[src/rtl/otcb_pkg.sv]
`timescale 1ns / 1ps
// ----------------------------------------------------------------------------
// otcb_pkg: shared types and constants of the os tick counter bank
// register map, configuration bundle, queue item and the constant divisors
// used by the uptime pipeline
// ----------------------------------------------------------------------------
package otcb_pkg;

  localparam int NUM_COUNTERS = 2;
  localparam int CNT_SLOTS    = 2;

  localparam int Q_DEPTH = 4;
  localparam int Q_AW    = $clog2(Q_DEPTH);

  localparam int PIPE_LEN = 11;

  localparam int PADDR_W = 5;

  localparam logic [29:0] RST_TICK_PERIOD = 30'd1000000;
  localparam logic [31:0] RST_DURATION    = 32'd1000000;
  localparam logic [31:0] RST_PER_BASE    = 32'd1;
  localparam logic [31:0] RST_MAX_VALUE   = 32'hFFFF_FFFF;

  localparam logic [31:0] USEC_LIMIT = 32'd1000000;
  localparam logic [31:0] TICK_DELTA = 32'd1;

  // 1e9 = 2^9 * 1953125
  localparam int          NS_SHIFT     = 9;
  localparam logic [20:0] NS_ODD_DIV   = 21'd1953125;
  localparam logic [32:0] RECIP_NS     = 33'((64'd1 << 53) / 64'd1953125);
  localparam logic [31:0] RECIP_NS_LO  = RECIP_NS[31:0];
  localparam logic        RECIP_NS_HI  = RECIP_NS[32];

  localparam logic [6:0]  SEC_PER_MIN  = 7'd60;
  localparam logic [5:0]  HOUR_PER_DAY = 6'd24;
  localparam logic [27:0] RECIP_60     = 28'((64'd1 << 33) / 64'd60);
  localparam logic [28:0] RECIP_24     = 29'((64'd1 << 33) / 64'd24);

  typedef enum logic [2:0] {
    REG_TICK_PERIOD = 3'd0,
    REG_C0_DURATION = 3'd1,
    REG_C0_PER_BASE = 3'd2,
    REG_C0_MAX      = 3'd3,
    REG_C1_DURATION = 3'd4,
    REG_C1_PER_BASE = 3'd5,
    REG_C1_MAX      = 3'd6
  } reg_idx_t;

  typedef struct packed {
    logic [29:0]                 tick_period_ns;
    logic [CNT_SLOTS-1:0][31:0]  duration;
    logic [CNT_SLOTS-1:0][31:0]  per_base;
    logic [CNT_SLOTS-1:0][31:0]  max_value;
  } cfg_t;

  typedef struct packed {
    logic [31:0] ticks;
    logic [31:0] count_zero;
    logic [31:0] count_one;
  } entry_t;

endpackage

[src/rtl/otcb_regs.sv]
`timescale 1ns / 1ps
// ----------------------------------------------------------------------------
// otcb_regs: configuration register file
// apb-style write and read access to the tick period and counter settings
// ----------------------------------------------------------------------------
module otcb_regs
  import otcb_pkg::*;
(
  input  logic               clk,
  input  logic               rst_n,
  input  logic               psel,
  input  logic               penable,
  input  logic               pwrite,
  input  logic [PADDR_W-1:0] paddr,
  input  logic [31:0]        pwdata,
  output logic [31:0]        prdata,
  output logic               pready,
  output cfg_t               cfg_o
);

  cfg_t     cfg_r;
  logic     wr_en;
  reg_idx_t idx;

  assign pready = 1'b1;
  assign wr_en  = psel & penable & pwrite;
  assign idx    = reg_idx_t'(paddr[4:2]);
  assign cfg_o  = cfg_r;

  always_ff @(posedge clk) begin
    if (!rst_n) begin
      cfg_r.tick_period_ns <= RST_TICK_PERIOD;
      for (int i = 0; i < CNT_SLOTS; i++) begin
        cfg_r.duration[i]  <= RST_DURATION;
        cfg_r.per_base[i]  <= RST_PER_BASE;
        cfg_r.max_value[i] <= RST_MAX_VALUE;
      end
    end else if (wr_en) begin
      case (idx)
        REG_TICK_PERIOD: cfg_r.tick_period_ns <= pwdata[29:0];
        REG_C0_DURATION: cfg_r.duration[0]    <= pwdata;
        REG_C0_PER_BASE: cfg_r.per_base[0]    <= pwdata;
        REG_C0_MAX:      cfg_r.max_value[0]   <= pwdata;
        REG_C1_DURATION: cfg_r.duration[1]    <= pwdata;
        REG_C1_PER_BASE: cfg_r.per_base[1]    <= pwdata;
        REG_C1_MAX:      cfg_r.max_value[1]   <= pwdata;
        default: ;
      endcase
    end
  end

  always_comb begin
    case (idx)
      REG_TICK_PERIOD: prdata = {2'b00, cfg_r.tick_period_ns};
      REG_C0_DURATION: prdata = cfg_r.duration[0];
      REG_C0_PER_BASE: prdata = cfg_r.per_base[0];
      REG_C0_MAX:      prdata = cfg_r.max_value[0];
      REG_C1_DURATION: prdata = cfg_r.duration[1];
      REG_C1_PER_BASE: prdata = cfg_r.per_base[1];
      REG_C1_MAX:      prdata = cfg_r.max_value[1];
      default:         prdata = 32'd0;
    endcase
  end

endmodule

[config.mk]
export PLATFORM = sky130hd
export DESIGN_NAME = otcb_regs
export DESIGN_NICKNAME = d
export VERILOG_FILES = /design/src/rtl/otcb_pkg.sv /design/src/rtl/otcb_regs.sv
export SDC_FILE = /design/constraint.sdc
export NUM_CORES = 1
export LEC_CHECK = 0
export ABC_CLOCK_PERIOD_IN_PS = 4550
export BUFFER_PORTS_ARGS = -buffer_cell sky130_fd_sc_hd__buf_2
export CORE_MARGIN = 3
export CORE_UTILIZATION = 56
export DETAILED_ROUTE_END_ITERATION = 7
export PLACE_DENSITY = 0.86
export SLEW_MARGIN = 20
export SYNTH_ARGS = -nofsm -noshare
export SYNTH_HDL_FRONTEND = slang
export SYNTH_SLANG_ARGS = --single-unit
[constraint.sdc]
create_clock -name clk -period 4.55 [get_ports clk]
set_input_delay 1.365 -clock clk [delete_from_list [all_inputs] [get_ports clk]]
set_output_delay 1.365 -clock clk [all_outputs]
set_load 0.05 [all_outputs]
# Word level (Yosys, flattened, before mapping)
# Index checks and enable logic that the tools add are counted.
[classes]
n_eq_ne = 6
muxes = 1
n_bitwise = 2
reduce_logical = 8
[ops]
columns = ["cell", "count"]
rows = [
  ["one-hot mux 32 bit (7 select lines)", 1],
  ["AND reduction 2 bit", 7],
  ["equality test 3 bit (second input constant)", 3],
  ["equality test 3 x 2 -> 1 bit (second input constant)", 2],
  ["equality test 3 x 1 -> 1 bit (second input constant)", 1],
  ["logical NOT 3 bit", 1],
  ["bitwise AND 1 bit", 2],
]
[word_totals]
regBits = 222
inputBits = 42

# Logic depth before layout (Yosys ltp)
[depth]
depth_word = 3
depth_mapped = 6
ltp_nobuf = 3

# Least setup slack after synthesis
# OpenSTA, ideal clock, no wires.
[synth_path]
kind = "in2out"
startpoint = "input port paddr[3]"
endpoint = "output port prdata[10]"
arrival_ns = 3.302
required_ns = 3.185
path_slack_ns = -0.117
path_stages = 5
cell_sequence = "buf_4 > nand2b_4 > clkbuf_1 > o221a_2 > a221oi_1"
[synth_via]
elab_chain_cells = 2
word_cells_on_any_way = 8
cone_classes = "eq/ne: 6; mux: 1; reduce/logical: 1"
[synth_rtl]
columns = ["element", "line", "source"]
rows = [
  ["start: declaration", "otcb_regs.sv:14", "input logic [PADDR_W-1:0] paddr,"],
  ["equality test 3 bit (tied with other cells)", "otcb_regs.sv:53", "case (idx)"],
  ["one-hot mux 32 bit (7 select lines) *", "otcb_regs.sv:53", ""],
  ["end: declaration", "otcb_regs.sv:16", "output logic [31:0] prdata,"],
]
# Mark *: on every way between the ends. The rest lies on a longest branch, timed or not.

# Worst setup path in the final report
[layout_path]
startpoint = "input port paddr[4]"
endpoint = "output port prdata[14]"
# The elaborated chain is that of the path after synthesis.

==> impl_metrics.py <==
metrics = {
    "pwr": {
        "p_leak_nw": 5.587,
        "max-vdd-ir-drop_uv": 314.7,
        "power_density_mw_per_mm2": 354.0,
    },
    "synth": {
        "netlist.area_leader.share_pct": 44.28,
        "muxShareOfSynthArea_pct": 23.32,
        "ys_ff_latch": 222,
        "synth.distinct_cells": 35,
        "synth_top_family_by_area": "multiplexers",
        "synth_area_leaders": "dfxtp_1 (44%), mux2i_1 (22%), nand2_1 (6.7%), o211ai_1 (6.2%), o21ai_0 (3.6%)",
        "synth.avg_cell_area_um2": 9.559,
        "synth_compound_area_share_pct": 16.02,
        "synthXorXnorAreaFrac_pct": 0,
        "yosysWarnings": 0,
        "syn_nets": 1092,
        "syn_inst": 1050,
        "synth_area_leader_cell": "dfxtp_1",
        "synth.yosys.seq_area_share_pct": 44.28,
        "syn_area_mm2": 0.01004,
        "synthSimpleGateAreaFrac_pct": 9.499,
        "synth_fa_ha_area_share_pct": 0,
    },
    "setup_path": {
        "r2r_cells": 2,
        "required_ns": 3.18,
        "cp.arrival_ns": 3.01,
        "path_class": "in2out",
        "critPathLaunchType": "input pin",
        "cp_cell_sequence": "buf_2 -> nand2b_4 -> o221a_2 -> a221oi_2 -> buf_2",
        "crit_top_cell": "buf_2",
        "reg2reg_from": "cfg_o[3]",
        "startpoint": "paddr[4]",
        "rrSetupSlack_ns": 3.80,
        "cp_max_fo": 29,
        "critPathSlowestCell": "o221a_2",
        "cp-end-kind": "primary output",
        "cp-endpoint": "prdata[14]",
        "cpPeakStageDelay_ns": 0.41,
        "r2r_end": "cfg_o[3]",
    },
    "timing": {
        "max_slew_margin_pct": 30.04,
        "finalSetupViolCount": 0,
        "setup_ws_ns": 0.1755,
        "clock.fmax_mhz": 228.6,
        "fin_tns_setup_ns": 0,
        "tightest_slew_ns": 1.047,
        "min_period_ns": 4.374,
        "skew_ns": 0,
        "period_share_pct": 96.14,
        "rsz0062_at_grt": "no",
        "slew_viol_final": 0,
        "hold_violations": 0,
    },
    "global_route": {
        "antenna_found_initial": 0,
        "globalRouteTotalUtil_pct": 32.26,
        "grt_pass1_wl_um": 51290,
        "grt_max_degree": 95,
        "grt-ovfl-total": 0,
        "grt_pass1_vias": 9210,
    },
    "placed_design": {
        "dp_hpwl_um": 21520,
        "place_inst": 1501,
        "dp_slack_ns": 0.2328,
        "dpl-instance-area_mm2": 0.01177,
        "port_buffers": 293,
        "gp_congestion": 0.8496,
    },
    "layout": {
        "final_common_cell": "buf_2",
        "fill_cells": 1274,
        "final_cell_mix": "buf_2 (291), dfxtp_1 (222), mux2i_1 (217)",
        "largest_reg_flops": 222,
        "fin_cells": 1544,
        "final_area_mm2": 0.01255,
        "num_antenna_cells": 0,
        "drive_above_1_share_pct": 32.60,
        "synthToLayoutAreaGrowth_pct": 25.08,
        "nets": 1344,
    },
    "floorplan": {
        "io_pins": 297,
        "num_rows": 48,
        "die_h_um": 139.9,
        "die_area_mm2": 0.01957,
        "chipWidth_um": 139.9,
        "core_area_mm2": 0.01742,
        "start_util_pct": 57.63,
    },
    "route": {
        "vias": 9401,
        "ant_nets": 0,
        "vias_per_cell": 6.089,
        "drt_pre_antenna_iters": 7,
        "drc": 0,
        "wl_um": 33170,
        "wire_per_inst_um": 21.48,
        "initialDrtViolationCount": 731,
    },
    "clocking": {
        "root_buffer": "clkbuf_16",
        "cts_tree": "built",
        "clkLatencyLatePin_ns": 0.50,
        "postCtsHoldBufs": 0,
        "cts_made_buffers": 24,
        "ctsHtreeMaxLevel": 1,
        "post_cts_buffers": 0,
        "clkTransAtPathRegs_ns": 0.06,
        "clock_sinks": 222,
        "cts_buffer_depth": 3,
        "post_cts_resized": 0,
    },
    "run_status": {
        "outcome": "finished, final reports clean",
    },
    "run": {
        "maxCapViolations": 0,
    },
    "hold_path": {
        "hold_path.class": "reg2reg",
        "whs_path_depth": 2,
    },
}
-- routing by layer --
metal,global-route usage [%],routed length (um),vias up
li1,-,-,4229
met1,42.04,13350,4528
met2,51.81,15270,521
met3,5.808,2856,123
met4,15.66,1686,0
met5,0,0,-
-- worst min-delay path by stage --
stage	start	to	slack, ns
2_1_floorplan	cfg_o[158]	cfg_o[158]	0.68
3_3_place_gp	cfg_o[189]	cfg_o[189]	0.45
3_5_place_dp	cfg_o[99]	cfg_o[99]	0.46
4_1_cts	cfg_o[99]	cfg_o[99]	0.47
5_1_grt	cfg_o[190]	cfg_o[190]	0.49
6_report	cfg_o[99]	cfg_o[99]	0.47
-- logic make-up after synthesis --
logic type      after synthesis
mux                         232
buf+inv                     152
other cells                   1
compound gates              222
flops                       222
simple gates                221
-- metrics by stage --
| step | util [%] | hold slack [ns] | total power [mW] |
|---|---|---|---|
| 2_1_floorplan | - | 0.6819 | 2.411 |
| 5_1_grt | 72.08 | 0.4868 | 4.558 |
| 6_report | 72.08 | 0.4650 | 4.444 |
| 4_1_cts | 72.08 | 0.4668 | 4.446 |
| 3_3_place_gp | 67.59 | 0.4540 | 2.553 |
| 3_5_place_dp | 67.59 | 0.4586 | 2.561 |
-- power breakdown --
part / internal [mW] / total [mW] / switching [mW]
Sequential: 1.96 / 1.98 / 0.0150
Clock: 1.13 / 1.92 / 0.785
Combinational: 0.155 / 0.552 / 0.397
-- cells in the mapped netlist --
cell / instances
a221oi_1: 19
nand4_1: 1
a21oi_1: 1
a32oi_1: 12
nor3_1: 2
buf_4: 18
o211ai_1: 83
or2_2: 1
nand2_1: 180
nor2b_1: 24
nand2_2: 1
nand2b_4: 1
clkbuf_1: 56
or3_1: 2
or2_1: 2
inv_1: 51
buf_1: 3
dfxtp_1: 222
o221a_2: 18
conb_1: 1
o21ai_0: 73
buf_2: 21
o221ai_1: 1
o22a_1: 1
o311ai_0: 2
a2bb2oi_1: 12
nand4b_4: 1
and3b_1: 1
mux2_2: 15
nand3b_1: 1
nor2_1: 2
mux2i_1: 217
nor2_2: 1
buf_6: 3
nand2b_1: 1
-- critical path, delay by kind of cell --
kind,cells,cell delay (ns)
AOI/OAI and AO/OA,2,0.62
buffers and inverters,2,0.63
and+or+nand+nor,1,0.38
-- final cells by class --
type	instances	area (um^2)	share of cell area, %
Clock inverter	9	83.83	0.6677
Tap cell	225	281.5	2.242
Sequential cell	222	4444	35.40
Clock buffer	34	699.4	5.571
Inverter	51	191.4	1.525
Timing Repair Buffer	327	1793	14.28
Multi-Input combinational cell	676	5061	40.31
No activity file was read; power rests on OpenSTA's default activity.
