## config.mk

```make
export PLATFORM = sky130hd
export DESIGN_NAME = otcb_front
export DESIGN_NICKNAME = d
export VERILOG_FILES = /design/src/rtl/otcb_pkg.sv /design/src/rtl/otcb_front.sv
export SDC_FILE = /design/constraint.sdc
export NUM_CORES = 1
export LEC_CHECK = 0
export ABC_AREA = 1
export CAP_MARGIN = 20
export CORE_MARGIN = 5
export CORE_UTILIZATION = 35
export CTS_BUF_LIST = sky130_fd_sc_hd__clkbuf_2 sky130_fd_sc_hd__clkbuf_4 sky130_fd_sc_hd__clkbuf_8
export CTS_CLUSTER_DIAMETER = 100
export DETAILED_ROUTE_END_ITERATION = 10
export DONT_BUFFER_PORTS = 1
export SLEW_MARGIN = 10
export SYNTH_ARGS = -nofsm -noshare
export SYNTH_HDL_FRONTEND = slang
export SYNTH_SLANG_ARGS = --single-unit
```

## constraint.sdc

```tcl
create_clock -name clk -period 8.6 [get_ports clk]
set_input_delay 2.15 -clock clk [delete_from_list [all_inputs] [get_ports clk]]
set_output_delay 2.15 -clock clk [all_outputs]
set_load 0.005 [all_outputs]
```

## src/rtl/otcb_pkg.sv

```systemverilog
`timescale 1ns / 1ps
// ----------------------------------------------------------------------------
// otcb_pkg: shared types and constants of the os tick counter bank
// register map, configuration bundle, queue item and the constant divisors
// used by the uptime pipeline
// ----------------------------------------------------------------------------
package otcb_pkg;

  localparam int NUM_COUNTERS = 2;
  localparam int CNT_SLOTS    = 2;

  localparam int Q_DEPTH = 4;
  localparam int Q_AW    = $clog2(Q_DEPTH);

  localparam int PIPE_LEN = 11;

  localparam int PADDR_W = 5;

  localparam logic [29:0] RST_TICK_PERIOD = 30'd1000000;
  localparam logic [31:0] RST_DURATION    = 32'd1000000;
  localparam logic [31:0] RST_PER_BASE    = 32'd1;
  localparam logic [31:0] RST_MAX_VALUE   = 32'hFFFF_FFFF;

  localparam logic [31:0] USEC_LIMIT = 32'd1000000;
  localparam logic [31:0] TICK_DELTA = 32'd1;

  // 1e9 = 2^9 * 1953125
  localparam int          NS_SHIFT     = 9;
  localparam logic [20:0] NS_ODD_DIV   = 21'd1953125;
  localparam logic [32:0] RECIP_NS     = 33'((64'd1 << 53) / 64'd1953125);
  localparam logic [31:0] RECIP_NS_LO  = RECIP_NS[31:0];
  localparam logic        RECIP_NS_HI  = RECIP_NS[32];

  localparam logic [6:0]  SEC_PER_MIN  = 7'd60;
  localparam logic [5:0]  HOUR_PER_DAY = 6'd24;
  localparam logic [27:0] RECIP_60     = 28'((64'd1 << 33) / 64'd60);
  localparam logic [28:0] RECIP_24     = 29'((64'd1 << 33) / 64'd24);

  typedef enum logic [2:0] {
    REG_TICK_PERIOD = 3'd0,
    REG_C0_DURATION = 3'd1,
    REG_C0_PER_BASE = 3'd2,
    REG_C0_MAX      = 3'd3,
    REG_C1_DURATION = 3'd4,
    REG_C1_PER_BASE = 3'd5,
    REG_C1_MAX      = 3'd6
  } reg_idx_t;

  typedef struct packed {
    logic [29:0]                 tick_period_ns;
    logic [CNT_SLOTS-1:0][31:0]  duration;
    logic [CNT_SLOTS-1:0][31:0]  per_base;
    logic [CNT_SLOTS-1:0][31:0]  max_value;
  } cfg_t;

  typedef struct packed {
    logic [31:0] ticks;
    logic [31:0] count_zero;
    logic [31:0] count_one;
  } entry_t;

endpackage

```

## src/rtl/otcb_front.sv

```systemverilog
`timescale 1ns / 1ps
// ----------------------------------------------------------------------------
// otcb_front: tick intake and counter update
// advances the tick total, updates the counter bank and pushes one item
// per tick into the queue
// ----------------------------------------------------------------------------
module otcb_front
  import otcb_pkg::*;
(
  input  logic        clk,
  input  logic        rst_n,
  input  logic        in_valid,
  output logic        in_stall,
  input  logic [31:0] in_usec_count,
  input  cfg_t        cfg_i,
  input  logic        q_full,
  output logic        push,
  output entry_t      push_data
);

  logic [31:0]                tick_r;
  logic [31:0]                last_usec_r;
  logic [CNT_SLOTS-1:0][31:0] cnt_r;
  logic [CNT_SLOTS-1:0][31:0] cnt_nxt;
  logic [31:0]                tick_nxt;
  logic [31:0]                d_usec;
  logic [31:0]                delta;
  logic [31:0]                sum;

  assign in_stall = q_full;
  assign push     = in_valid & ~q_full;
  assign tick_nxt = tick_r + 32'd1;
  assign d_usec   = in_usec_count - last_usec_r;

  // tick total advances by one; counter delta is d_usec under USEC_LIMIT, else one
  always_comb begin
    delta   = TICK_DELTA;
    sum     = 32'd0;
    cnt_nxt = cnt_r;
    for (int i = 0; i < NUM_COUNTERS; i++) begin
      delta = (cfg_i.duration[i] < USEC_LIMIT) ? d_usec : TICK_DELTA;
      sum   = cnt_r[i] + delta;
      if (delta >= cfg_i.per_base[i]) begin
        cnt_nxt[i] = (sum > cfg_i.max_value[i]) ? 32'd0 : sum;
      end
    end
  end

  assign push_data.ticks      = tick_nxt;
  assign push_data.count_zero = cnt_nxt[0];
  assign push_data.count_one  = cnt_nxt[1];

  always_ff @(posedge clk) begin
    if (!rst_n) begin
      tick_r      <= 32'd0;
      last_usec_r <= 32'd0;
      cnt_r       <= '0;
    end else if (push) begin
      tick_r      <= tick_nxt;
      last_usec_r <= in_usec_count;
      cnt_r       <= cnt_nxt;
    end
  end

`ifndef ASSERT_OFF
  a_tick_step: assert property (@(posedge clk) disable iff (!rst_n)
    push |=> (tick_r == $past(tick_r) + 32'd1))
    else $error("tick total did not advance by one");
`endif

endmodule

```

Yosys cells after proc, flatten, opt, wreduce, memory -nomap -nowiden
Index checks and enable logic that the tools add are counted.
{"block": "totals", "regBits": 128, "latch_bits": 0, "ramBits": 0, "rom_bits": 0, "input_bits": 258, "out_inout_bits": 98, "wordCells": 22, "memories": 0}
{"block": "classes", "addsub": 4, "multipliers": 0, "n_div": 0, "magnitude_cmp": 6, "eq_ne": 0, "n_shift": 0, "muxes": 6, "n_bitwise": 2, "n_reduce_logical": 0}
{"operator": "32-bit two-way mux", "n": 6}
{"operator": "32-bit adder", "n": 2}
{"operator": "32-bit >= comparator", "n": 2}
{"operator": "32-bit > comparator", "n": 2}
{"operator": "32-bit by 20-bit less-than comparator with 1-bit output (second input constant)", "n": 2}
{"operator": "32-bit by 1-bit adder with 32-bit output (second input constant)", "n": 1}
{"operator": "32-bit subtractor", "n": 1}
{"operator": "1-bit AND", "n": 1}
{"operator": "1-bit inverter", "n": 1}

Logic depth before layout (Yosys ltp)
Gate-level depths: netlist of run 1.
{"block": "logic_depth", "depth_word": 6, "ltp_mapped": 46, "ltp_nobuf": 44}

Worst setup path after synthesis of run 1
No wires, ideal clock.
{"block": "synth_timing", "kind": "in2out", "start": "in in_usec_count[0]", "end": "out push_data[31] (netlist name)", "t_arrival_ns": 6.821, "slack_ns": -0.371, "stages": 38, "path_buffers": 1, "cell_sequence": "inv_1 -> ha_1 -> fa_1 -> inv_1 -> nand3_1 -> nand3_2 -> nand2_1 -> nand2_1 -> nand3_1 -> nand2_1 -> nand3_1 -> nand2_1 -> nand2_1 -> nand2_1 -> a31oi_1 -> o21ai_0 -> xor2_1 -> nor2_1 -> [... 2 more ...] -> inv_1 -> a31oi_1 -> o21ai_0 -> a21oi_1 -> nand4_1 -> and2_1 -> ha_1 -> nand2_1 -> nor2_1 -> nand4_1 -> nor4_1 -> nand3_1 -> nand2_1 -> inv_1 -> a21oi_2 -> buf_4 -> nand3_1 -> nand2_1"}
{"element": "start: declaration", "line": "otcb_front.sv:14", "rtl": "input logic [31:0] in_usec_count,"}
{"element": "end: declaration", "line": "otcb_front.sv:18", "rtl": "output entry_t push_data"}

==> key figures, run 1 <==
Route
  – Final wirelength: 54000 um
  – DRT iter0 DRCs: 627
  – Via-per-instance ratio: 4.96
  – ANT nets after route: 0
  – Via count: 16.6k
  – First-pass iteration count of the detailed router: 5
  – Routed WL per cell: 16.1 um
  – Drc violations: 0

Placed design
  – DP Cell Count: 3252
  – Final HPWL DP: 42300 um
  – DP Area: 18400 um2
  – GPL Wtd Cong: 0.923
  – Place WS: -1.23 ns
  – IO buf count: 0

Synthesis
  – Synth Cell Area: 14800 um2
  – Asr flop ratio synth: 0%
  – Cells after synthesis: 2370
  – Top_reg_cell synth: dfxtp_1
  – Top cells by count, synth: 521 x nand2_1, 426 x inv_1, 246 x nor2_1
  – Post-synth EDFFs: 0
  – Most common cell in the netlist: nand2_1
  – Synth top area cells: ha_1 18%, dfxtp_1 17%, nand2_1 13%, inv_1 11%, a21oi_1 7.5%
  – Post-synthesis net count: 2849
  – Post-synthesis sequential area ratio: 17.4%
  – Register bit total from synthesis: 128
  – Synth top area share: 18.5%
  – Mapped Avg Cell Area: 6.23 um2
  – Yosys cell types: 51
  – Yosys warns: 0
  – Cell taking the most area after synthesis: ha_1

Cells and area
  – Fill count: 4059
  – Cell area after layout: 21200 um2
  – Ant. Diodes: 0
  – Finished Layout Cells: 3353
  – Nets: 3280
  – Fraction of layout instances using a drive strength above 1: 30.1%
  – Final Core Density: 50.6%
  – Area of the multi-input gates: 12200 um2
  – Register area: 2560 um2
  – Area delta synth->final: 43.5%

STA
  – Max Fclk: 103 MHz
  – RSZ-0062 raised after global routing: true
  – Tightest Pin Transition: 1.10 ns
  – Worst hold slack: 0.456 ns
  – Final Cycle Share: 113%
  – Hold Violations, Final: 0
  – Slew margin rel.: 26.8%
  – PnR worst setup slack: -1.09 ns
  – Setup TNS: -53.60 ns
  – Clock Skew: 0.0127 ns
  – Final Max Tran Viols: 0
  – Fin crit period: 9.69 ns
  – Final Setup Violations: 64

Critical path
  – Worst Setup End Kind: output pin
  – Cell family with most CP delay: simple AND/OR/NAND/NOR gates
  – CP max FO: 6
  – CP max stage cell: fa_2
  – Type of the worst setup path: input port to output pin
  – FF-to-FF path depth: 48
  – CP arrival: 7.54 ns
  – Number of cells on the critical path: 45
  – R2r setup slk: 2.44 ns
  – Worst setup SP type: input port
  – Data required, critical path: 6.45 ns
  – Crit path largest cell delay: 0.39 ns
  – CP bufs+invs: 11

Global route
  – Vias in the first global route: 16.7k
  – Largest net degree at the start of global routing: 109
  – Total GRT Usage: 22.1%
  – Initial antenna violation count: 0
  – Gr busiest metal: met2
  – Met3 usage: 5.27%
  – GR Util met1: 25.8%
  – GR Util met2: 40.4%
  – First-pass GRT wire length: 83900 um
  – GRT Residual Overflow: 0

Clocking
  – Clock-pin transition on the worst setup and hold timing paths: 0.09 ns
  – Hold buffer count at CTS: 0
  – Max clock buf depth: 2
  – CTS Buf Count: 17
  – CTS tree: built
  – Clock root buffer: clkbuf_8
  – Clock latency on the worst-skew pair: 0.51 ns
  – Clock Sink Count: 128
  – H-tree depth: 4

Worst hold path
  – Cells on Worst Hold Path: 2
  – Hold/Removal Path Class: flip-flop to flip-flop

Pwr
  – PwrDens: 94.8 nW/um2
  – Leakage: 11.6 nW
  – Maximum VDD drop: 0.0000985 V
  – Total power: 2.01 mW

Floorplan
  – Initial Util: 35.3%
  – Die Ht: 215 um
  – Core area: 41900 um2
  – Row count: 75
  – Die X: 215 um
  – IO Count: 356
  – Die area: 46400 um2

Run status
  – Outcome: finished with violations
  – Failing checks: setup timing

Flow run
  – Max-cap viol count: 0
==> per-layer routing <==
metal	vias up	routed length, um
li1	8524	-
met1	7688	22900
met2	352	26900
met3	69	2910
met4	0	1310
met5	-	0
==> sequential cells by signal (all words and copies together), names as in the netlist <==
name         count
last_usec_r     32
tick_r          32
cnt_r           64
==> logic make-up after synthesis <==
group	after synthesis	share of synthesized area (%)
compound gates	479	17.8
xor+xnor	97	5.81
fa+ha+maj	221	18.9
buf+inv	489	12.7
flops	128	17.4
simple gates	956	27.4
==> final timing paths <==
path                     from         endpoint
max reg2reg    last_usec_r[5]        cnt_r[36]
min reg2reg   last_usec_r[23]  last_usec_r[23]
min           last_usec_r[23]  last_usec_r[23]
max          in_usec_count[0]     push_data[3]
==> tightest hold or removal path, stage by stage (launching register included) <==
cell,delay (ns)
dfxtp_1,0.30
inv_1,0.06
a21oi_1,0.05
==> cell type report <==
type                            count  area share (%)
Multi-Input combinational cell   1753            57.4
Timing Repair Buffer              472            17.6
Sequential cell                   128            12.1
Inverter                          429            7.69
Tap cell                          539            3.18
Clock buffer                       22            1.37
Clock inverter                     10           0.632
==> timing repair <==
item,4_1_cts,5_1_grt
buffers inserted,38,36
pin swaps,43,75
endpoints found under the setup margin,64,64
gates resized for setup,251,161
endpoints found under the hold margin,0,0
cloned,2,0
==> where the power goes <==
| group | internal [mW] | switching [mW] |
|---|---|---|
| registers | 0.631 | 0.0310 |
| logic | 0.342 | 0.404 |
| clock network | 0.314 | 0.285 |
==> layout by cell type (no fill, tap or decap), types with 8 or more instances in the layout <==
master / count
a21oi_1: 193
o21ai_1: 36
nand4_1: 32
o21ai_0: 101
nand2_2: 71
ha_4: 26
nor3_2: 8
nor2_1: 211
inv_1: 418
nor3_1: 24
ha_1: 191
buf_6: 13
buf_12: 8
nor2_4: 20
xor2_1: 56
o211ai_1: 26
nand3_2: 23
clkbuf_8: 20
a21oi_2: 25
inv_2: 8
o21ai_2: 18
xnor2_1: 28
dfxtp_1: 128
nand2_1: 407
nor2_2: 23
nand2_4: 48
o21ai_4: 19
nand3_1: 63
a211oi_1: 8
buf_4: 447
(Power assumes the default switching activity.)
==> inputs of run 2 (changes only) <==
Settings changed: CORE_ASPECT_RATIO set to 0.6.
==> key figures, run 2 (synthesis results as in run 1) <==
Critical path
  – Crit path largest cell delay: 0.35 ns (-0.04 ns)
  – Data required, critical path: 6.45 ns (about the same)
  – Type of the worst setup path: input port to output pin
  – Worst setup SP type: input port
  – CP max FO: 8 (+2)
  – R2r endpoint: cnt_r[50]
  – CP max stage cell: fa_2
  – FF-to-FF path depth: 44 (-8.3%)
  – R2r setup slk: 2.75 ns (+0.31 ns)
  – Critical R2R Launch: last_usec_r[7]
  – Worst Setup End Kind: output pin
  – Setup crit start: in_usec_count[0]
  – Crit path top cell by count: nand2_2
  – CP arrival: 7.31 ns (-0.23 ns)

Global route
  – GRT Residual Overflow: 0 (unchanged)
  – Vias in the first global route: 16.6k (-0.68%)
  – First-pass GRT wire length: 87400 um (+4.2%)
  – Largest net degree at the start of global routing: 113 (+3.7%)
  – Total GRT Usage: 23.6% (+1.5 points)
  – Initial antenna violation count: 7 (+7)

Floorplan
  – IO Count: 356 (unchanged)
  – Die Ht: 169 um (-21%)
  – Row count: 58 (-23%)
  – Die area: 46500 um2 (+0.29%)
  – Die X: 275 um (+28%)
  – Initial Util: 35.3% (+0.044 points)
  – Core area: 41800 um2 (-0.13%)

Pwr
  – Leakage: 12.0 nW (+3.5%)
  – Maximum VDD drop: 0.000103 V (+4.4%)
  – PwrDens: 95.1 nW/um2 (+0.32%)
  – Total power: 2.10 mW (+4.6%)

Worst hold path
  – Hold/Removal Path Class: flip-flop to flip-flop
  – Cells on Worst Hold Path: 2 (unchanged)
  – Hold Path End: last_usec_r[21]
  – Min-delay src: last_usec_r[21]

Clocking
  – Clock-pin transition on the worst setup and hold timing paths: 0.07 ns (-0.02 ns)
  – CTS Buf Count: 17 (unchanged)
  – Hold buffer count at CTS: 0 (unchanged)
  – Clock latency on the worst-skew pair: 0.50 ns (about the same)
  – CTS tree: built
  – Clock Sink Count: 128 (unchanged)
  – Clock root buffer: clkbuf_8
  – Max clock buf depth: 2 (unchanged)
  – H-tree depth: 4 (unchanged)

Cells and area
  – Reg with most FFs: cnt_r
  – Most frequent cells in the layout: 462 x buf_4, 417 x inv_1, 391 x nand2_1
  – Fraction of layout instances using a drive strength above 1: 32.3% (+2.2 points)
  – Regs by FF count: cnt_r x64, last_usec_r x32, tick_r x32
  – Fill count: 3910 (-3.7%)
  – Max reg flops: 64 (unchanged)
  – Commonest non-fill, non-tap cell in the layout: buf_4
  – Nets: 3301 (+0.64%)
  – Area delta synth->final: 49.5%
  – Cell area after layout: 22100 um2 (+4.2%)

Route
  – First-pass iteration count of the detailed router: 5 (unchanged)
  – Via count: 17.0k (+1.9%)
  – Routed WL per cell: 17.1 um (+6.4%)
  – ANT nets after route: 0 (unchanged)
  – Via-per-instance ratio: 4.97 (+0.13%)
  – Drc violations: 0 (unchanged)
  – DRT iter0 DRCs: 1041 (+66%)
  – Final wirelength: 58500 um (+8.3%)

STA
  – Final Setup Violations: 64 (unchanged)
  – Worst hold slack: 0.456 ns (-0.0000330 ns)
  – Final Max Tran Viols: 0 (unchanged)
  – Slew margin rel.: 53.5% (+27 points)
  – Hold Violations, Final: 0 (unchanged)
  – Final Cycle Share: 110% (-2.6 points)
  – Tightest Pin Transition: 0.697 ns (-0.401 ns)
  – Max Fclk: 106 MHz (+2.4%)
  – PnR worst setup slack: -0.860 ns (+0.226 ns)
  – Clock Skew: 0.0264 ns (+0.0137 ns)
  – RSZ-0062 raised after global routing: true
  – Fin crit period: 9.46 ns (-0.226 ns)

Run status
  – Failing checks: setup timing
  – Outcome: finished with violations

Placed design
  – GPL Wtd Cong: 0.921 (-0.22%)
  – Final HPWL DP: 43900 um (+3.8%)
  – IO buf count: 0 (unchanged)
  – DP Area: 18600 um2 (+0.71%)

Flow run
  – Max-cap viol count: 0 (unchanged)
run 2: cell count changes in the layout (fill, tap and decap cells not counted), sizes merged:
cell,before,now
clkinv,5,4
diode,0,8
buf,472,493
clkinvlp,2,3
run 2: final cells by class:
cell class	instances	area [um2]	share of cell area [%]
multi-input cells	1753	12800	57.9
clock buffers	22	278	1.26
clock inverters	10	136	0.618
inverters	429	1630	7.36
well taps	570	713	3.23
repair buffers	493	3970	18.0
flip-flops and latches	128	2560	11.6
diodes	8	20.0	0.0907
run 2: what timing repair did:
action / CTS / global route
pin swaps: 65 / 76
resized for setup: 287 / 231
cloned: 3 / 0
endpoints found under the hold margin: 0 / 0
setup buffers: 58 / 29
setup endpoints to repair: 64 / 64
run 2: worst max path at each step:
stage	end	depth (start not counted)
floorplan	push_data[7]	38
global placement	push_data[6]	32
detailed placement	push_data[6]	36
CTS	push_data[6]	40
global route	push_data[6]	41
finish	push_data[6]	41
run 2: worst max-delay path: cells and delay by family:
family / cells / cell delay [ns]
compound gates: 8 / 1.04
simple gates: 20 / 2.18
fa+ha+maj: 4 / 1.03
buf+inv: 8 / 0.76
xor+xnor: 1 / 0.09
run 2: metal layers:
| metal | up-vias | global-route usage (%) | share of wire [%] |
|---|---|---|---|
| met5 | - | 0 | 0 |
| met4 | 0 | 7.68 | 2.5 |
| met3 | 69 | 4.68 | 5.0 |
| met2 | 415 | 38.2 | 47 |
| met1 | 7886 | 31.8 | 46 |
| li1 | 8582 | - | - |
run 2: power breakdown:
part / total [mW] / internal, mW / leakage [nW] / switching (mW)
registers: 0.664 / 0.631 / 1.05 / 0.0329
clock network: 0.596 / 0.306 / 0.207 / 0.290
logic: 0.839 / 0.388 / 10.8 / 0.451
run 2: per-stage QoR:
stage                     utilization [%]  cells  setup slack [ns]  setup TNS, ns
after floorplan                         -   2370           -0.0982          -1.99
after global placement               44.4   3292             -1.04         -58.41
after detailed placement             44.4   3292             -1.17         -65.95
after CTS                            49.6   3385            -0.737         -37.99
after global routing                 52.8   3413             -1.19         -66.22
final                                52.8   3413            -0.860         -46.35
