File: src/rtl/otcb_pkg.sv
`timescale 1ns / 1ps
// ----------------------------------------------------------------------------
// otcb_pkg: shared types and constants of the os tick counter bank
// register map, configuration bundle, queue item and the constant divisors
// used by the uptime pipeline
// ----------------------------------------------------------------------------
package otcb_pkg;

  localparam int NUM_COUNTERS = 2;
  localparam int CNT_SLOTS    = 2;

  localparam int Q_DEPTH = 4;
  localparam int Q_AW    = $clog2(Q_DEPTH);

  localparam int PIPE_LEN = 11;

  localparam int PADDR_W = 5;

  localparam logic [29:0] RST_TICK_PERIOD = 30'd1000000;
  localparam logic [31:0] RST_DURATION    = 32'd1000000;
  localparam logic [31:0] RST_PER_BASE    = 32'd1;
  localparam logic [31:0] RST_MAX_VALUE   = 32'hFFFF_FFFF;

  localparam logic [31:0] USEC_LIMIT = 32'd1000000;
  localparam logic [31:0] TICK_DELTA = 32'd1;

  // 1e9 = 2^9 * 1953125
  localparam int          NS_SHIFT     = 9;
  localparam logic [20:0] NS_ODD_DIV   = 21'd1953125;
  localparam logic [32:0] RECIP_NS     = 33'((64'd1 << 53) / 64'd1953125);
  localparam logic [31:0] RECIP_NS_LO  = RECIP_NS[31:0];
  localparam logic        RECIP_NS_HI  = RECIP_NS[32];

  localparam logic [6:0]  SEC_PER_MIN  = 7'd60;
  localparam logic [5:0]  HOUR_PER_DAY = 6'd24;
  localparam logic [27:0] RECIP_60     = 28'((64'd1 << 33) / 64'd60);
  localparam logic [28:0] RECIP_24     = 29'((64'd1 << 33) / 64'd24);

  typedef enum logic [2:0] {
    REG_TICK_PERIOD = 3'd0,
    REG_C0_DURATION = 3'd1,
    REG_C0_PER_BASE = 3'd2,
    REG_C0_MAX      = 3'd3,
    REG_C1_DURATION = 3'd4,
    REG_C1_PER_BASE = 3'd5,
    REG_C1_MAX      = 3'd6
  } reg_idx_t;

  typedef struct packed {
    logic [29:0]                 tick_period_ns;
    logic [CNT_SLOTS-1:0][31:0]  duration;
    logic [CNT_SLOTS-1:0][31:0]  per_base;
    logic [CNT_SLOTS-1:0][31:0]  max_value;
  } cfg_t;

  typedef struct packed {
    logic [31:0] ticks;
    logic [31:0] count_zero;
    logic [31:0] count_one;
  } entry_t;

endpackage

File: src/rtl/otcb_queue.sv
`timescale 1ns / 1ps
// ----------------------------------------------------------------------------
// otcb_queue: short item queue between front and back
// small flop fifo so that each side can stall on its own
// ----------------------------------------------------------------------------
module otcb_queue
  import otcb_pkg::*;
(
  input  logic   clk,
  input  logic   rst_n,
  input  logic   push,
  input  entry_t push_data,
  input  logic   pop,
  output entry_t pop_data,
  output logic   full,
  output logic   empty
);

  entry_t          mem_r [Q_DEPTH];
  logic [Q_AW-1:0] wr_ptr_r;
  logic [Q_AW-1:0] rd_ptr_r;
  logic [Q_AW:0]   count_r;

  assign full     = (count_r == (Q_AW+1)'(Q_DEPTH));
  assign empty    = (count_r == '0);
  assign pop_data = mem_r[rd_ptr_r];

  always_ff @(posedge clk) begin
    if (push) begin
      mem_r[wr_ptr_r] <= push_data;
    end
  end

  always_ff @(posedge clk) begin
    if (!rst_n) begin
      wr_ptr_r <= '0;
      rd_ptr_r <= '0;
      count_r  <= '0;
    end else begin
      if (push) begin
        wr_ptr_r <= wr_ptr_r + 1'b1;
      end
      if (pop) begin
        rd_ptr_r <= rd_ptr_r + 1'b1;
      end
      case ({push, pop})
        2'b10:   count_r <= count_r + 1'b1;
        2'b01:   count_r <= count_r - 1'b1;
        default: count_r <= count_r;
      endcase
    end
  end

`ifndef ASSERT_OFF
  a_no_overfill: assert property (@(posedge clk) disable iff (!rst_n)
    count_r <= (Q_AW+1)'(Q_DEPTH))
    else $error("queue count beyond depth");

  a_no_underrun: assert property (@(posedge clk) disable iff (!rst_n)
    pop |-> !empty)
    else $error("pop from empty queue");

  a_no_push_full: assert property (@(posedge clk) disable iff (!rst_n)
    (full && !pop) |=> (count_r == $past(count_r)))
    else $error("queue count moved while full");
`endif

endmodule

File: config.mk
export PLATFORM = sky130hd
export DESIGN_NAME = otcb_queue
export DESIGN_NICKNAME = d
export VERILOG_FILES = /design/src/rtl/otcb_pkg.sv /design/src/rtl/otcb_queue.sv
export SDC_FILE = /design/constraint.sdc
export NUM_CORES = 1
export LEC_CHECK = 0
export BUFFER_PORTS_ARGS = -buffer_cell sky130_fd_sc_hd__buf_4
export CAP_MARGIN = 20
export CORE_ASPECT_RATIO = 1.25
export CORE_UTILIZATION = 30
export CTS_BUF_LIST = sky130_fd_sc_hd__clkbuf_4 sky130_fd_sc_hd__clkbuf_8
export CTS_CLUSTER_SIZE = 14
export DETAILED_ROUTE_END_ITERATION = 16
export PLACE_DENSITY_LB_ADDON = 0.05
export SLEW_MARGIN = 10
export SYNTH_ARGS = -nofsm -noshare
export SYNTH_HDL_FRONTEND = slang
export SYNTH_SLANG_ARGS = --single-unit
export TNS_END_PERCENT = 5
File: constraint.sdc
create_clock -name clk -period 3.3 [get_ports clk]
set_input_delay 0.495 -clock clk [delete_from_list [all_inputs] [get_ports clk]]
set_output_delay 0.495 -clock clk [all_outputs]
set_load 0.005 [all_outputs]
Word-level counts from Yosys, hierarchy flattened:

Memory sizes are Yosys's and may differ from the RTL's. A register that Yosys moved wholly into a read port is not among the register bits.
Index checks and enable logic that the tools add are counted.

* reduce and logical (&&, ||, !) cells: 2
* muxes and demuxes: 5
* add/subtract/negate cells: 4
* equality and inequality tests: 3

Operators by type and width (count)
* 3-bit case mux with 2 select lines: 1
* 2-bit by 1-bit adder with 2-bit output, second input constant: 2
* 2-bit 2-to-1 mux: 2
* 3-bit by 1-bit adder with 3-bit output, second input constant: 1
* 3-bit equality test, second input constant: 1
* 3-bit zero test: 1
* 3-bit by 1-bit subtractor with 3-bit output, second input constant: 1
* 2-bit by 1-bit equality test with 1-bit output, second input constant: 1
* 2-bit equality test, second input constant: 1
* 1-bit 2-to-1 mux: 2
* 2-bit nonzero test: 1

* register bits: 7
* memory bits (writable): 384
* memories kept: 1
* bits of input ports: 100
* output and inout port bits: 98
* logic and storage cells: 18

Memory list
* mem_r: depth 4, bits a word 96, read ports 1, clocked after Yosys merged registers in 1, write ports 1, RTL line otcb_queue.sv:19 `entry_t mem_r [Q_DEPTH];`

Logic depth before layout (Yosys ltp):

Gate-level depths: netlist (run 1).

* word-level depth: 3
* gate-level depth with buffers: 7
* gate-level depth less buffers: 7

Worst setup path after synthesis (run 1):

Ideal clock, no wire load.

* path kind: reg-to-reg
* start: register wr_ptr_r[0]
* end: memory mem_r[0][0] (netlist name) (enable)
* library setup time: 0.465 ns
* setup slack: 0.072 ns
* buffers on the path: 0
* required time: 2.835 ns
* period minus slack after synthesis: 3.228 ns
* cell stages (with the launch flop): 4
* arrival: 2.762 ns
* cell sequence: dfxtp_1 inv_1 ha_1 and2_1

RTL lines
* from (decl): RTL line otcb_queue.sv:20 `logic [Q_AW-1:0] wr_ptr_r;`
* from (signal assigned): RTL line otcb_queue.sv:41 `wr_ptr_r <= wr_ptr_r + 1'b1;`
* to (decl): RTL line otcb_queue.sv:19

Straight into the memory's write port.

==> results of run 1 <==
[per-layer routing]
| layer | wire, um | track usage | part of all wire |
|---|---|---|---|
| met1 | 12500 | 0.152 | 0.40 |
| met2 | 15900 | 0.224 | 0.51 |
| met5 | 9 | 0 | 0.00029 |
| met3 | 2140 | 0.0423 | 0.068 |
| met4 | 833 | 0.0636 | 0.027 |
[how the worst min path moves through the flow]
stage,to,startpoint,slack (ps)
after floorplan,count_r[2],count_r[2],470
after global placement,count_r[2],count_r[2],480
final,mem_r[0][71],push_data[71],70
after CTS,mem_r[1][28],push_data[28],3
after detailed placement,count_r[2],count_r[2],520
after global routing,mem_r[2][42],push_data[42],30
[sequential cells by signal (all words and copies together) (netlist names), named ones only]
register / flops
rd_ptr_r: 2
wr_ptr_r: 2
count_r: 3
mem_r: 384
[placed cells by master, fill, tap and decap left out, types with 2 or more instances in the layout]
| master | n |
|---|---|
| sky130_fd_sc_hd__bufinv_16 | 2 |
| sky130_fd_sc_hd__nand2_1 | 2 |
| sky130_fd_sc_hd__clkbuf_4 | 16 |
| sky130_fd_sc_hd__ha_1 | 5 |
| sky130_fd_sc_hd__clkinv_2 | 7 |
| sky130_fd_sc_hd__buf_12 | 10 |
| sky130_fd_sc_hd__dfxtp_4 | 2 |
| sky130_fd_sc_hd__mux4_2 | 96 |
| sky130_fd_sc_hd__clkbuf_8 | 73 |
| sky130_fd_sc_hd__edfxtp_1 | 384 |
| sky130_fd_sc_hd__dfxtp_1 | 7 |
| sky130_fd_sc_hd__xnor2_1 | 2 |
| sky130_fd_sc_hd__o21ai_0 | 2 |
| sky130_fd_sc_hd__buf_4 | 205 |
| sky130_fd_sc_hd__xor2_1 | 3 |
| sky130_fd_sc_hd__inv_1 | 6 |
| sky130_fd_sc_hd__and2_1 | 6 |
| sky130_fd_sc_hd__clkinv_1 | 15 |
| sky130_fd_sc_hd__and2_4 | 4 |
[final cells by class]
cell class                 instances  share of cell area
sequential                       393               0.652
multi-input combinational        127               0.135
timing repair buffer             215              0.0967
clock buffer                      89              0.0625
tap                              637              0.0443
clock inverter                    25             0.00884
inverter                           6             0.00125
antenna                            1            0.000139
[power by group through the flow]
stage	sequential [W]	clock, W	combinational (W)
after floorplan	0.00589	0	0.000556
after global placement	0.00590	0	0.00117
after detailed placement	0.00592	0	0.00119
after CTS	0.00581	0.00439	0.00119
after global routing	0.00583	0.00456	0.00125
final	0.00581	0.00421	0.00114
[worst register-to-register path, delay by kind of cell, from the launching register on]
| kind | cells | cell delay, ps |
|---|---|---|
| adders and majority gates | 1 | 160 |
| DFF | 1 | 340 |
| and+or+nand+nor | 1 | 570 |
| buffers and inverters | 2 | 540 |
[through the flow]
step	util	total power [W]	hold WS, ps
after global routing	0.382	0.0116	27.6
final	0.382	0.0112	73.9
after CTS	0.382	0.0114	2.83
after global placement	0.354	0.00708	483
after detailed placement	0.354	0.00711	517
after floorplan	-	0.00645	473
[logic make-up (layout without fill, tap and decap cells)]
| logic type | Yosys count | count (layout) | synth area share |
|---|---|---|---|
| other cells | 0 | 1 | 0 |
| simple gates | 16 | 16 | 0.00656 |
| buf+inv | 28 | 335 | 0.0131 |
| flops | 393 | 393 | 0.818 |
| fa+ha+maj | 6 | 6 | 0.00577 |
| compound gates | 3 | 3 | 0.00122 |
| mux | 97 | 97 | 0.152 |
| xor+xnor | 5 | 5 | 0.00306 |
==> impl_metrics.json, run 1 <==
{
  "outcome": "completed",
  "power_frac_comb": 0.103,
  "synth_flop_cell": "sky130_fd_sc_hd__edfxtp_1",
  "cpMaxStageDelayCell": "sky130_fd_sc_hd__dfxtp_4",
  "gr-total-overflow": 0,
  "syn_to_final_growth_pct": 25.7,
  "crit-reg2reg-capture": "mem_r[2][45]",
  "synth_top_cells_by_area": "sky130_fd_sc_hd__edfxtp_1 81%, sky130_fd_sc_hd__mux4_2 15%, sky130_fd_sc_hd__dfxtp_1 1.3%",
  "detailedRoute.firstPassIterationCount": 4,
  "route.detailed.wl_per_inst_um": 21.0,
  "first_global_vias": 7515,
  "antenna_violating_nets_post_route": 0,
  "grt_max_degree": 55,
  "n_fill_cell": 4314,
  "cts.hold.buffers_added": 0,
  "min_period_over_period": 0.882,
  "ys_seq_elements": 393,
  "layout-drive-gt1-share": 0.487,
  "gp_congestion": 0.655,
  "post-route-cell-area_mm2": 0.0180,
  "timing.hold.worst_path_depth": 1,
  "post_synthesis_instance_area_mm2": 0.0143,
  "synth_common_cells": "384 x sky130_fd_sc_hd__edfxtp_1, 96 x sky130_fd_sc_hd__mux4_2, 11 x sky130_fd_sc_hd__buf_2",
  "synthDominantCellAreaShare": 0.806,
  "cts_resized": 0,
  "starting_density_of_the_core": 0.304,
  "timing.rr.start": "wr_ptr_r[0]",
  "drv_cap": 0,
  "timing.critical_path.arrival_ps": 2410,
  "ys_seq_area_frac": 0.818,
  "design.final.nets": 916,
  "power.density_cell_area_mw_per_mm2": 621,
  "synth_cell_type_count": 22,
  "fin_cells": 1493,
  "path_max_fanout": 29,
  "critPathCaptureType": "output port",
  "path_clk_slew_ps": 60,
  "synth.most_common_cell": "sky130_fd_sc_hd__edfxtp_1",
  "hpwl_um": 18200,
  "yosysWarningCount": 0,
  "numPortBuffers": 197,
  "path_class": "reg -> out",
  "final_number_of_max_transition_violations": 0,
  "net-switching-power_w": 0.00245,
  "tritoncts_clock_tree": "yes",
  "finalCriticalPeriod_ps": 2910,
  "unrepaired_setup_endpoints_after_global_routing": "no",
  "cts_inserted_buffers": 67,
  "hp-class": "in -> reg",
  "synthesis.instances": 548,
  "fin_tns_setup_ps": 0,
  "fp.dieArea_mm2": 0.0486,
  "detail_route.wirelength_um": 31400,
  "post-place-ws_ps": 937,
  "p_leak_nw": 6.01,
  "rows": 89,
  "place.detailed.instances": 1378,
  "remaining_drc_errors": 0,
  "vias_per_cell": 4.43,
  "switching_share": 0.219,
  "synthDominantAreaCellType": "sky130_fd_sc_hd__edfxtp_1",
  "rr_worst_depth": 4,
  "timing_hold_violations_final": 0,
  "cell_internal_pwr_w": 0.00871,
  "initial_antenna_violation_count": 1,
  "critical_path.cell_chain": "buf_4 > mux4_2 > buf_4",
  "via_count": 6615,
  "die_y_um": 246,
  "io_pins": 198,
  "power.sequential.fraction": 0.520,
  "syn_area_per_cell_um2": 26.1,
  "grt.total_usage": 0.133,
  "cts.sinks": 393,
  "timing.critical_path.to": "pop_data[19]",
  "peakVddDrop_uv": 297,
  "top_achievable_clock_speed_ghz": 0.344,
  "worstSkewPairLatency_ps": 620,
  "critPathTopFamily": "flip-flops",
  "cts_post_setup_buffers_inserted": 0,
  "drt-initial-drc-count": 249,
  "die_w_um": 197,
  "fraction_of_registers_with_async_set_or_reset_after_synthesis": 0,
  "finalSetupViolCount": 0,
  "share_clk_of_total_power": 0.377,
  "crit_cells": 3,
  "post-route-worst-setup-slack_ps": 390,
  "root_buffer_master": "sky130_fd_sc_hd__clkbuf_8",
  "worst-endpoint-required_ps": 2800,
  "ff2ff_setup_slack_ps": 1360,
  "htreeDepth": 3,
  "worst_pin_slew_ps": 668,
  "clock_skew_ps": 22.3,
  "timing.critical_path.buf_inv": 2,
  "sequential_area_mm2": 0.0117,
  "synth_enable_flop_cells": 384,
  "worstSetupStartpointType": "flip-flop",
  "syn-num-nets": 654,
  "placement.cell_area_mm2": 0.0167,
  "core_area_mm2": 0.0471,
  "relSlewSlack": 0.555,
  "cp_slowest_stage_delay_ps": 780,
  "footprint_of_the_multi_input_gates_mm2": 0.00242,
  "grt_first_pass_wirelength_um": 46100,
  "cts_buffer_depth": 3,
  "critPathMostFrequentCell": "sky130_fd_sc_hd__buf_4"
}
No activity file was read; power rests on OpenSTA's default activity.
==> inputs of run 2 (changes only) <==
- RECOVER_POWER: unset -> 100
- clock period: 3.3 -> 3.6 ns (I/O delays scaled with it)
==> impl_metrics.json, run 2 (synthesis gave the netlist of run 1 again) <==
{
  "worst-endpoint-required_ps": 3860,
  "gr-total-overflow": 0,
  "fin_tns_setup_ps": 0,
  "gp_congestion": 0.685,
  "rows": 89,
  "n_fill_cell": 4375,
  "wl_met2_um": 15700,
  "cts.sinks": 393,
  "worst_pin_slew_ps": 2200,
  "timing_hold_violations_final": 0,
  "power.density_cell_area_mw_per_mm2": 583,
  "starting_density_of_the_core": 0.304,
  "root_buffer_master": "sky130_fd_sc_hd__clkbuf_8",
  "via_count": 6542,
  "clock_skew_ps": 24.7,
  "cts_inserted_buffers": 66,
  "min_period_over_period": 0.858,
  "grt.total_usage": 0.134,
  "design.final.nets": 909,
  "grt_first_pass_wirelength_um": 46600,
  "path_class": "reg -> reg",
  "hp-class": "in -> reg",
  "path_clk_slew_ps": 60,
  "route.met3.wl_um": 2230,
  "final_common_cell": "sky130_fd_sc_hd__edfxtp_1",
  "die_w_um": 197,
  "vias_per_cell": 4.39,
  "cts.hold.buffers_added": 0,
  "layout-drive-gt1-share": 0.322,
  "worstSetupStartpointType": "flip-flop",
  "unrepaired_setup_endpoints_after_global_routing": "no",
  "switching_share": 0.220,
  "peakVddDrop_uv": 238,
  "die_y_um": 246,
  "p_leak_nw": 5.46,
  "tritoncts_clock_tree": "yes",
  "worstSkewPairLatency_ps": 610,
  "finalSetupViolCount": 0,
  "top_achievable_clock_speed_ghz": 0.324,
  "largest_reg_flops": 384,
  "detail_route.wirelength_um": 31100,
  "power.sequential.fraction": 0.526,
  "relSlewSlack": -0.469,
  "cell_internal_pwr_w": 0.00790,
  "final_number_of_max_transition_violations": 84,
  "routedLengthMet1_um": 12300,
  "share_clk_of_total_power": 0.384,
  "critical_path.cell_chain": "ha_1 > and2_1 > buf_4",
  "report.power.total_w": 0.0101,
  "sequential_area_mm2": 0.0117,
  "outcome": "finished with violations",
  "path_max_fanout": 36,
  "dr.max_layer_used": "met5",
  "first_global_vias": 7481,
  "antenna_violating_nets_post_route": 0,
  "post-route-cell-area_mm2": 0.0174,
  "route.detailed.wl_per_inst_um": 20.9,
  "core_area_mm2": 0.0471,
  "most_flop_heavy_register": "mem_r",
  "drt-initial-drc-count": 267,
  "drv_cap": 4,
  "htreeDepth": 3,
  "detailedRoute.firstPassIterationCount": 6,
  "failing_checks": "capacitance limit, slew limit",
  "placement.cell_area_mm2": 0.0166,
  "final_cell_mix": "384 x sky130_fd_sc_hd__edfxtp_1, 138 x sky130_fd_sc_hd__clkbuf_1, 96 x sky130_fd_sc_hd__mux4_2",
  "net-switching-power_w": 0.00223,
  "fp.dieArea_mm2": 0.0486,
  "grt_max_degree": 53,
  "timing.critical_path.arrival_ps": 3350,
  "timing.critical_path.buf_inv": 1,
  "antenna_cells": 0,
  "cp_slowest_stage_delay_ps": 1620,
  "syn_to_final_growth_pct": 21.5,
  "ff2ff_setup_slack_ps": 510,
  "cts_post_setup_buffers_inserted": 0,
  "critPathCaptureType": "flip-flop",
  "remaining_drc_errors": 0,
  "power_frac_comb": 0.090,
  "critPathTopFamily": "simple AND/OR/NAND/NOR gates",
  "footprint_of_the_multi_input_gates_mm2": 0.00241,
  "numPortBuffers": 197,
  "cpMaxStageDelayCell": "sky130_fd_sc_hd__and2_1",
  "initial_antenna_violation_count": 3,
  "finalCriticalPeriod_ps": 3090,
  "cts_buffer_depth": 3,
  "top_regs": "mem_r x384, count_r x3",
  "cts_resized": 0,
  "io_pins": 198,
  "hpwl_um": 17800
}
## run 2: area by class of cell
class | count | share of cell area
clock buffer | 99 | 0.0690
clock inverter | 18 | 0.00605
timing repair buffer | 209 | 0.0647
sequential | 393 | 0.674
multi-input combinational | 127 | 0.139
inverter | 6 | 0.00130
tap | 637 | 0.0459
## run 2: path summary, 6_finish.rpt
| kind | startpoint | end | cells after the start |
|---|---|---|---|
| setup / recovery | wr_ptr_r[0] | mem_r[3][71] | 3 |
| hold reg to reg | count_r[2] | count_r[2] | 2 |
| hold / removal | push_data[33] | mem_r[2][33] | 1 |
| setup reg to reg | wr_ptr_r[0] | mem_r[3][71] | 3 |
## run 2: power by group through the flow
stage | Combinational (W) | Clock (W) | Sequential [W]
3_3_place_gp | 0.00105 | 0 | 0.00541
2_1_floorplan | 0.000510 | 0 | 0.00540
5_1_grt | 0.00101 | 0.00424 | 0.00535
4_1_cts | 0.00107 | 0.00407 | 0.00533
6_report | 0.000914 | 0.00389 | 0.00533
3_5_place_dp | 0.00107 | 0 | 0.00542
## run 2: per-stage QoR
stage	util	cells	hold WS (ps)	worst slack, ps
floorplan	-	548	473	372
global placement	0.353	1372	484	1150
detailed placement	0.353	1372	528	1150
CTS	0.380	1489	39.6	434
global route	0.369	1489	137	220
finish	0.369	1489	180	511
## run 2: layer usage
metal | vias to the layer above | global-route usage
met5 | - | 0
met4 | 6 | 0.0657
met3 | 70 | 0.0441
met2 | 192 | 0.223
met1 | 3404 | 0.154
li1 | 2870 | -
